--- config.mk ---
export PLATFORM = sky130hd
export DESIGN_NAME = lock_qualify_lose_fsm
export DESIGN_NICKNAME = d
export VERILOG_FILES = /design/src/hdl/lqlf_pkg.sv /design/src/hdl/lqlf_regs.sv /design/src/hdl/lqlf_core.sv /design/src/hdl/lock_qualify_lose_fsm.sv
export SDC_FILE = /design/constraint.sdc
export NUM_CORES = 1
export LEC_CHECK = 0
export CAP_MARGIN = 10
export CORE_MARGIN = 2
export CORE_UTILIZATION = 65
export DETAILED_ROUTE_END_ITERATION = 12
export DONT_BUFFER_PORTS = 1
export PLACE_DENSITY = 0.93
export SLEW_MARGIN = 10
export SYNTH_ARGS = -nofsm -noshare
export SYNTH_HDL_FRONTEND = slang
export SYNTH_HIERARCHICAL = 1
export SYNTH_SLANG_ARGS = --single-unit
--- constraint.sdc ---
create_clock -name clk -period 9.89 [get_ports clk]
set_input_delay 1.978 -clock clk [delete_from_list [all_inputs] [get_ports clk]]
set_output_delay 1.978 -clock clk [all_outputs]
set_load 0.02 [all_outputs]
--- src/hdl/lqlf_pkg.sv ---
// Package for the lock qualifier: mode and event codes, register map,
// beat and configuration structures. No dependencies.

package lqlf_pkg;

	localparam int unsigned NowW   = 32;
	localparam int unsigned HoldW  = 20;
	localparam int unsigned LimitW = 8;
	localparam int unsigned AddrW  = 4;
	localparam int unsigned DataW  = 32;
	localparam int unsigned InTdataW  = 40;
	localparam int unsigned OutTdataW = 8;

	localparam logic [LimitW-1:0] LimitReset  = 8'd3;
	localparam logic [HoldW-1:0]  StableReset = 20'd5000;
	localparam logic [HoldW-1:0]  MinReset    = 20'd0;
	localparam logic [LimitW-1:0] CountMax    = 8'hFF;

	typedef enum logic [1:0] {
		REG_LIMIT  = 2'd0,
		REG_STABLE = 2'd1,
		REG_MIN    = 2'd2,
		REG_NONE   = 2'd3
	} reg_idx_t;

	typedef enum logic [1:0] {
		MODE_QUAL   = 2'd0,
		MODE_STABLE = 2'd1,
		MODE_LOST   = 2'd2
	} mode_t;

	typedef enum logic [2:0] {
		EV_NONE           = 3'd0,
		EV_STABLE_RESET   = 3'd1,
		EV_LOCK_LOST      = 3'd2,
		EV_STABLE_START   = 3'd3,
		EV_STABLE_REACHED = 3'd4
	} event_t;

	localparam logic FUNC_UPDATE  = 1'b0;
	localparam logic FUNC_RESTART = 1'b1;

	typedef struct packed {
		logic [LimitW-1:0] bad_windows_limit;
		logic [HoldW-1:0]  stable_hold_ms;
		logic [HoldW-1:0]  min_lock_hold_ms;
	} cfg_t;

	typedef struct packed {
		logic            func;
		logic            win_good;
		logic [NowW-1:0] now_ms;
	} item_t;

	typedef struct packed {
		mode_t  lock_mode;
		event_t event_code;
		logic   is_lost;
		logic   became_stable;
	} result_t;

endpackage

--- src/hdl/lqlf_regs.sv ---
// APB configuration registers of the lock qualifier.
// Depends on lqlf_pkg.

module lqlf_regs import lqlf_pkg::*; (
	input  logic             clk,
	input  logic             arst_n,
	input  logic             psel,
	input  logic             penable,
	input  logic             pwrite,
	input  logic [AddrW-1:0] paddr,
	input  logic [DataW-1:0] pwdata,
	output logic [DataW-1:0] prdata,
	output cfg_t             cfg
);

	cfg_t     cfg_q;
	reg_idx_t idx;
	logic     wr_en;

	assign idx   = reg_idx_t'(paddr[3:2]);
	assign wr_en = psel & penable & pwrite;

	always_ff @(posedge clk or negedge arst_n) begin
		if (!arst_n) begin
			cfg_q.bad_windows_limit <= LimitReset;
			cfg_q.stable_hold_ms    <= StableReset;
			cfg_q.min_lock_hold_ms  <= MinReset;
		end else if (wr_en) begin
			case (idx)
				REG_LIMIT:  cfg_q.bad_windows_limit <= pwdata[LimitW-1:0];
				REG_STABLE: cfg_q.stable_hold_ms    <= pwdata[HoldW-1:0];
				REG_MIN:    cfg_q.min_lock_hold_ms  <= pwdata[HoldW-1:0];
				default: ;
			endcase
		end
	end

	always_comb begin
		case (idx)
			REG_LIMIT:  prdata = {{(DataW-LimitW){1'b0}}, cfg_q.bad_windows_limit};
			REG_STABLE: prdata = {{(DataW-HoldW){1'b0}}, cfg_q.stable_hold_ms};
			REG_MIN:    prdata = {{(DataW-HoldW){1'b0}}, cfg_q.min_lock_hold_ms};
			default:    prdata = '0;
		endcase
	end

	assign cfg = cfg_q;

endmodule

--- src/hdl/lqlf_core.sv ---
// Lock tracking state machine: mode, good run, lock start and bad count,
// with the combinational next-state and result logic. Depends on lqlf_pkg.

module lqlf_core import lqlf_pkg::*; (
	input  logic    clk,
	input  logic    arst_n,
	input  logic    advance,
	input  item_t   item,
	input  cfg_t    cfg,
	output result_t result
);

	mode_t             mode_q, mode_d;
	logic              good_valid_q, good_valid_d;
	logic [NowW-1:0]   good_start_q, good_start_d;
	logic [NowW-1:0]   lock_start_q, lock_start_d;
	logic [LimitW-1:0] bad_cnt_q, bad_cnt_d;

	logic [LimitW-1:0] limit;
	logic [LimitW-1:0] cnt_inc;
	logic [NowW-1:0]   since_lock;
	logic [NowW-1:0]   run_start;
	logic [NowW-1:0]   run_len;
	event_t            ev;
	logic              reached;

	always_ff @(posedge clk or negedge arst_n) begin
		if (!arst_n) begin
			mode_q       <= MODE_QUAL;
			good_valid_q <= 1'b0;
			good_start_q <= '0;
			lock_start_q <= '0;
			bad_cnt_q    <= '0;
		end else if (advance) begin
			mode_q       <= mode_d;
			good_valid_q <= good_valid_d;
			good_start_q <= good_start_d;
			lock_start_q <= lock_start_d;
			bad_cnt_q    <= bad_cnt_d;
		end
	end

	assign limit      = (cfg.bad_windows_limit == '0) ? LimitW'(1) : cfg.bad_windows_limit;
	assign cnt_inc    = (bad_cnt_q == CountMax) ? bad_cnt_q : bad_cnt_q + LimitW'(1);
	assign since_lock = item.now_ms - lock_start_q;
	assign run_start  = good_valid_q ? good_start_q : item.now_ms;
	assign run_len    = item.now_ms - run_start;

	always_comb begin
		mode_d       = mode_q;
		good_valid_d = good_valid_q;
		good_start_d = good_start_q;
		lock_start_d = lock_start_q;
		bad_cnt_d    = bad_cnt_q;
		ev           = EV_NONE;
		reached      = 1'b0;
		if (item.func == FUNC_RESTART) begin
			mode_d       = MODE_QUAL;
			good_valid_d = 1'b0;
			lock_start_d = item.now_ms;
			bad_cnt_d    = '0;
		end else if (mode_q == MODE_LOST) begin
			mode_d = MODE_LOST;
		end else if (!item.win_good) begin
			good_valid_d = 1'b0;
			if (mode_q == MODE_STABLE) begin
				mode_d = MODE_QUAL;
				ev     = EV_STABLE_RESET;
			end
			if (since_lock < {{(NowW-HoldW){1'b0}}, cfg.min_lock_hold_ms}) begin
				bad_cnt_d = '0;
			end else begin
				bad_cnt_d = cnt_inc;
				if (cnt_inc >= limit) begin
					mode_d = MODE_LOST;
					ev     = EV_LOCK_LOST;
				end
			end
		end else begin
			bad_cnt_d = '0;
			if (!good_valid_q) begin
				good_valid_d = 1'b1;
				good_start_d = item.now_ms;
				ev           = EV_STABLE_START;
			end
			if (mode_q == MODE_QUAL &&
			    run_len >= {{(NowW-HoldW){1'b0}}, cfg.stable_hold_ms}) begin
				mode_d  = MODE_STABLE;
				ev      = EV_STABLE_REACHED;
				reached = 1'b1;
			end
		end
		result.lock_mode     = mode_d;
		result.event_code    = ev;
		result.is_lost       = (mode_d == MODE_LOST);
		result.became_stable = reached;
	end

endmodule

--- src/hdl/lock_qualify_lose_fsm.sv ---
// Top level of the lock qualifier: input register, tracking core, result
// register and APB configuration. Depends on lqlf_pkg, lqlf_regs, lqlf_core.
//
// Input beats arrive on the s_ group: tuser carries func (1 = restart,
// 0 = window verdict), tdata carries win_good and now_ms. Each beat gives
// exactly one result beat on the m_ group with the state after the beat,
// its event code, the lost flag and the stable-reached flag.
// An accepted beat is held in the input register and is evaluated against
// the tracking state by the core; when the core advances, its result is
// loaded into the result register and offered. One beat per cycle is
// sustained while the receiver does not stall; the loop through the
// tracking state closes through the combinational core logic.
// When the receiver stalls, the result register holds and the input register
// fills; s_tready falls only when both are full, and no state changes until
// the held beat can move on.
// Reset clears the state to qualifying with no good run, a zero lock start
// and a zero bad count, and loads the register reset values. The user must write
// registers over APB only while no beat is in flight; the block does not enforce it.

module lock_qualify_lose_fsm import lqlf_pkg::*; (
	input  logic                 clk,
	input  logic                 arst_n,
	input  logic                 s_tvalid,
	output logic                 s_tready,
	input  logic [InTdataW-1:0]  s_tdata,  // [0] win_good, [32:1] now_ms, rest zero
	input  logic                 s_tuser,  // [0] func
	output logic                 m_tvalid,
	input  logic                 m_tready,
	output logic [OutTdataW-1:0] m_tdata,  // [1:0] lock_mode, [4:2] event_code,
	                                       // [5] is_lost, [6] became_stable, [7] zero
	input  logic                 psel,
	input  logic                 penable,
	input  logic                 pwrite,
	input  logic [AddrW-1:0]     paddr,
	input  logic [DataW-1:0]     pwdata,
	output logic [DataW-1:0]     prdata,
	output logic                 pready
);

	cfg_t    cfg;
	item_t   item_s1;
	logic    valid_s1;
	result_t res_d;
	result_t res_s2;
	logic    valid_s2;
	logic    advance;

	assign pready = 1'b1;

	lqlf_regs u_regs (
		.clk     (clk),
		.arst_n  (arst_n),
		.psel    (psel),
		.penable (penable),
		.pwrite  (pwrite),
		.paddr   (paddr),
		.pwdata  (pwdata),
		.prdata  (prdata),
		.cfg     (cfg)
	);

	assign advance  = valid_s1 & (~valid_s2 | m_tready);
	assign s_tready = ~valid_s1 | advance;

	always_ff @(posedge clk or negedge arst_n) begin
		if (!arst_n) begin
			valid_s1 <= 1'b0;
			valid_s2 <= 1'b0;
		end else begin
			if (s_tready) begin
				valid_s1 <= s_tvalid;
			end
			if (advance) begin
				valid_s2 <= 1'b1;
			end else if (m_tready) begin
				valid_s2 <= 1'b0;
			end
		end
	end

	always_ff @(posedge clk) begin
		if (s_tready && s_tvalid) begin
			item_s1.func     <= s_tuser;
			item_s1.win_good <= s_tdata[0];
			item_s1.now_ms   <= s_tdata[NowW:1];
		end
		if (advance) begin
			res_s2 <= res_d;
		end
	end

	lqlf_core u_core (
		.clk     (clk),
		.arst_n  (arst_n),
		.advance (advance),
		.item    (item_s1),
		.cfg     (cfg),
		.result  (res_d)
	);

	assign m_tvalid = valid_s2;
	assign m_tdata  = {1'b0, res_s2.became_stable, res_s2.is_lost,
	                   res_s2.event_code, res_s2.lock_mode};

	a_lost_flag: assert property (@(posedge clk) disable iff (!arst_n)
		m_tvalid |-> (m_tdata[5] == (m_tdata[1:0] == MODE_LOST)))
		else $error("is_lost disagrees with lock_mode");

	a_reached: assert property (@(posedge clk) disable iff (!arst_n)
		(m_tvalid && m_tdata[6]) |->
		(m_tdata[4:2] == EV_STABLE_REACHED && m_tdata[1:0] == MODE_STABLE))
		else $error("became_stable without stable reached event");

	a_restart: assert property (@(posedge clk) disable iff (!arst_n)
		(advance && item_s1.func == FUNC_RESTART) |=>
		(m_tvalid && m_tdata[1:0] == MODE_QUAL && m_tdata[4:2] == EV_NONE))
		else $error("restart beat did not give a clean qualifying result");

endmodule

# Word-level counts from Yosys, hierarchy flattened
# Cells that the tools add are included.
# Widths: inputs -> output; s select.
# classes
multipliers,0
n_div,0
bitwise,10
reduce_logical,14
n_addsub,3
n_lt_le_gt_ge,3
shift,0
n_eq_ne,7
mux,27
# op_table
cell,n
$sub 32x32->32,2
$pmux 20 s3,1
$mux 8,6
$ge 32x20->1,1
$lt 32x20->1,1
$mux 32,1
$mux 2,9
$reduce_and 2->1,5
$mux 3,3
$add 8x1->8 const B,1
$eq 8x8->1 const B,1
$ge 8x8->1,1
$logic_not 8->1,1
$mux 1,7
$eq 2x2->1 const B,3
$not 1->1,5
$eq 2x1->1 const B,2
$logic_not 2->1,2
$reduce_and 4->1,1
$and 1x1->1,3
$reduce_or 3->1,1
$logic_and 1x1->1,2
$ne 2x2->1 const B,1
$or 1x1->1,2
2 further kinds,2
# word_totals
reg_bits,166
rom_bits,0
elab_cells,81
ram_bits,0
mem_count,0
latchBits,0
output_inout_bits,43
in_bits,84

# Longest topological paths before layout
# depth
depth_word,9
depth_mapped,22
ltp_nobuf,21

# Hierarchy
# The synthesis kept the hierarchy.
# modules_own_cells
mod,cells_each,seq_area_each_um2,n_inst,area_per_inst_um2
lqlf_core,1022,1876.8,1,8355.5
lqlf_regs,160,1209.9,1,2288.4
lock_qualify_lose_fsm,53,1281.2,1,1357.6

# Least setup slack after synthesis
# Ideal clock, no wire load.
# synth_timing
path_type,register to register
from,register u_core.good_valid_q
to,"register res_s2 (netlist bit m_tdata[4]), data pin"
path_buffers,3
period_less_slack_ns,5.349
setup_ns,0.251
arrival_ns,5.098
stages_incl_launch_ff,22
slack_ns,4.541
required_ns,9.639
cell_sequence,dfrtp_1 > clkbuf_1 > clkbuf_1 > mux2i_1 > ha_1 > a21oi_1 > nand2_1 > o21ai_0 > o211ai_1 > a221o_1 > a31o_2 > a31oi_1 > xnor2_1 > ha_1 > nand2_1 > nor2_1 > a2111oi_2 > o2111ai_1 > or4_4 > o41ai_4 > nor3_1 > buf_4
# synth_between
elab_chain_len,6
# synth_rtl
element,line,source
from (decl),lqlf_core.sv:14,"logic good_valid_q, good_valid_d;"
from (signal assigned),lqlf_core.sv:36,good_valid_q <= good_valid_d;
$mux 32,lqlf_core.sv:46,assign run_start = good_valid_q ? good_start_q : item.now_ms;
$sub 32x32->32,lqlf_core.sv:47,assign run_len = item.now_ms - run_start;
$ge 32x20->1,lqlf_core.sv:87,"run_len >= {{(NowW-HoldW){1'b0}}, cfg.stable_hold_ms}) begin"
$logic_and 1x1->1,lqlf_core.sv:86,if (mode_q == MODE_QUAL &&
$mux 3,lqlf_core.sv:86,
$mux 3,lqlf_core.sv:64,end else if (!item.win_good) begin
to (signal assigned),lock_qualify_lose_fsm.sv:88,res_s2 <= res_d;
to (decl),lock_qualify_lose_fsm.sv:44,result_t res_s2;
# Every way passes these cells.
# A chain may end at the register's enable or synchronous reset.

# Worst setup path after layout
# layout_timing
from,register u_core.good_valid_q
to,register u_core.mode_q[0]
# layout_between
elab_chain_len,8
# layout_rtl
element,line,source
$mux 32,lqlf_core.sv:46,
$sub 32x32->32,lqlf_core.sv:47,
$ge 32x20->1,lqlf_core.sv:87,
$logic_and 1x1->1,lqlf_core.sv:86,
$mux 2,lqlf_core.sv:86,
$mux 2,lqlf_core.sv:64,
$mux 2,lqlf_core.sv:62,end else if (mode_q == MODE_LOST) begin
$mux 2,lqlf_core.sv:57,if (item.func == FUNC_RESTART) begin
to (signal assigned),lqlf_core.sv:35,mode_q <= mode_d;
to (decl),lqlf_core.sv:13,"mode_t mode_q, mode_d;"
# Every way passes these cells.

==> out/results.ini <==
[status]
status=finished, final reports clean

[clock_network]
clk_pin_slew_ns=0.07
cts.sinks=166
tritoncts=yes
post_cts_buffers=0
cts_root_buf=clkbuf_16
cts_resized=0
clockBufferDepth=2
cts_made_buffers=17
htree_levels=4
ctsHoldBuffers=0
clk_latency_ns=0.44

[worst_setup_path]
cp_cell_sequence=mux2i_1 -> ha_1 -> nand2b_1 -> a21oi_1 -> o21ai_0 -> o211ai_1 -> a221o_1 -> a31o_2 -> a31oi_1 -> xnor2_1 -> ha_1 -> nand2_1 -> nor2_1 -> a2111oi_2 -> o2111ai_1 -> or4_4 -> o41ai_4 -> nor2_1 -> a311o_1
required_ns=10.21
cp.buffers_inverters=0
crit_type=flip-flop to flip-flop
critPathMaxStageDelay_ns=1.05
cp_slowest_cell=dfrtp_2
path_delay_family=compound AO/OA/AOI/OAI gates
start_kind=flip-flop
crit_path_max_fanout=37
critical_path_arrival_ns=6.44
end_kind=flip-flop

[timing]
fin_crit_ns=6.12
period_share_pct=61.9
fmax_ghz=0.163
tns_ns=0
hold_viol_final=0
slew_violations=0
slew-limit-headroom_pct=16.8
rsz0062_at_grt=no
clock_skew_ns=0.0116
setup_viol=0
tightest_slew_ns=1.22

[final_layout]
multi_input_area_mm2=0.00698
regArea_mm2=0.00437
fill_cells=1305
fin_nets=1408
final_cell_mix=a21oi_1, dfrtp_1, ha_1, inv_1, nor2_1
layout_commonest_cell=a21oi_1
area_growth_pct=4.70
diodes=0
drive_gt1_share_pct=11.9

[placed_design]
dpl.hpwl_um=21600
io_buffers=0
place_congestion=0.954

[global_route]
grt-ovfl-total=0
grt_usage_pct=30.0
grt_max_degree=126
grt_pass1_vias=9037
antenna_found_initial=0
grt_pass1_wl_um=47000

[synthesis]
synth_seq_cells=166
synth_area_mm2=0.0120
ys_dominant_reg_cell=dfrtp_1
async_flop_share_pct=75.3
synth_edf_count=41
ys_types=80
ys_warn_count=6
netlist_instances=1235
ys_seq_area_share_pct=36.4
avgSynthCellArea_um2=9.72

[floorplanning]
start_util_pct=66.6
io_pins=127
core_area_mm2=0.0180
die_y_um=140
die_w_um=140
placementRows=49
die-area_mm2=0.0196

[route]
ant_nets=0
via_per_inst=6.55
routed-via-count=9516
dr.pass1.iters=5
drt-total-wl_um=29400
wire_per_inst_um=20.2
drt_iter0_markers=993
route.detailed.drc=0

[power]
leakagePower_nw=5.55
powerDensity_mw_per_mm2=237
total_power_mw=2.97
peakVddDrop_uv=171

[job]
drv_cap=0

[min_path]
hp-class=flip-flop to flip-flop

[report_power, final]
group	switching, mW	internal [mW]	leakage, nW	total [mW]
clock network	0.289	0.324	0.240	0.613
registers	0.132	0.862	1.87	0.994
logic	0.789	0.577	3.44	1.37
[synthesized netlist by cell type (17+ instances only)]
master	n	area (um^2)
ha_1	111	1390
clkbuf_1	31	116
xor2_1	18	158
edfxtp_1	41	1230
nand4_1	20	125
o21ai_0	51	255
mux2i_1	45	450
mux2_2	61	687
mux2_4	20	300
a21o_1	24	180
xnor2_1	33	289
nand2_1	81	304
nor2_1	83	312
nor3_1	17	85.1
nand3_1	18	90.1
inv_1	97	364
a21oi_1	118	591
dfrtp_1	118	2950
[cell type report]
| cell class | instances | area share [%] |
|---|---|---|
| flip-flops and latches | 166 | 34.8 |
| inverters | 97 | 2.90 |
| multi-input cells | 925 | 55.6 |
| repair buffers | 4 | 0.239 |
| well taps | 229 | 2.28 |
| clock buffers | 20 | 3.48 |
| clock inverters | 12 | 0.777 |
[final timing paths]
check,depth (start not counted),start,to,slack (ns)
worst max-delay path,19,u_core/good_valid_q$_DFFE_PN0P_,u_core/mode_q[0]$_DFFE_PN0P_,3.77
min in group asynchronous,0,arst_n,u_core/mode_q[0]$_DFFE_PN0P_,1.24
worst min register to register,1,u_core/lock_start_q[30]$_DFFE_PN0P_,u_core/lock_start_q[30]$_DFFE_PN0P_,0.51
worst min-delay path,1,u_core/lock_start_q[30]$_DFFE_PN0P_,u_core/lock_start_q[30]$_DFFE_PN0P_,0.51
worst max register to register,19,u_core/good_valid_q$_DFFE_PN0P_,u_core/mode_q[0]$_DFFE_PN0P_,3.77
max in group asynchronous,0,arst_n,u_regs/cfg[27]$_DFFE_PN1P_,8.42
[layer usage]
metal	track usage [%]	vias to the layer above	part of all wire (%)
met4	11.3	0	2.9
met1	41.2	4550	43
met5	0	-	0
met2	47.2	464	46
li1	-	4444	-
met3	6.19	58	8.2
[state kept, by name, summed over array words and instances, names as in the netlist]
register             cells
m_tvalid                 1
u_core/good_start_q     32
m_tdata                  7
valid_s1                 1
item_s1                 34
u_regs/cfg              48
u_core/lock_start_q     32
u_core/bad_cnt_q         8
u_core/good_valid_q      1
u_core/mode_q            2
[through the flow]
stage / instances / area [um^2] / hold slack [ns] / setup slack (ns) / utilization (%)
final: 1453 / 12600 / 0.508 / 3.77 / 69.7
after global routing: 1453 / 12600 / 0.520 / 3.50 / 69.7
after CTS: 1453 / 12600 / 0.508 / 3.81 / 69.7
after detailed placement: 1421 / 12000 / 0.493 / 3.81 / 66.8
after global placement: 1421 / 12000 / 0.468 / 4.05 / 66.8
after floorplan: 1246 / 12000 / 0.454 / 4.54 / -
[cells by family after synthesis]
group	after synthesis	share of synthesized area (%)
compound gates	334	18.4
simple gates	287	11.7
flops	166	36.4
buf+inv	155	5.83
mux	126	12.0
fa+ha+maj	113	11.9
xor+xnor	51	3.72
other cells	3	0.0938
(Power assumes the default switching activity.)
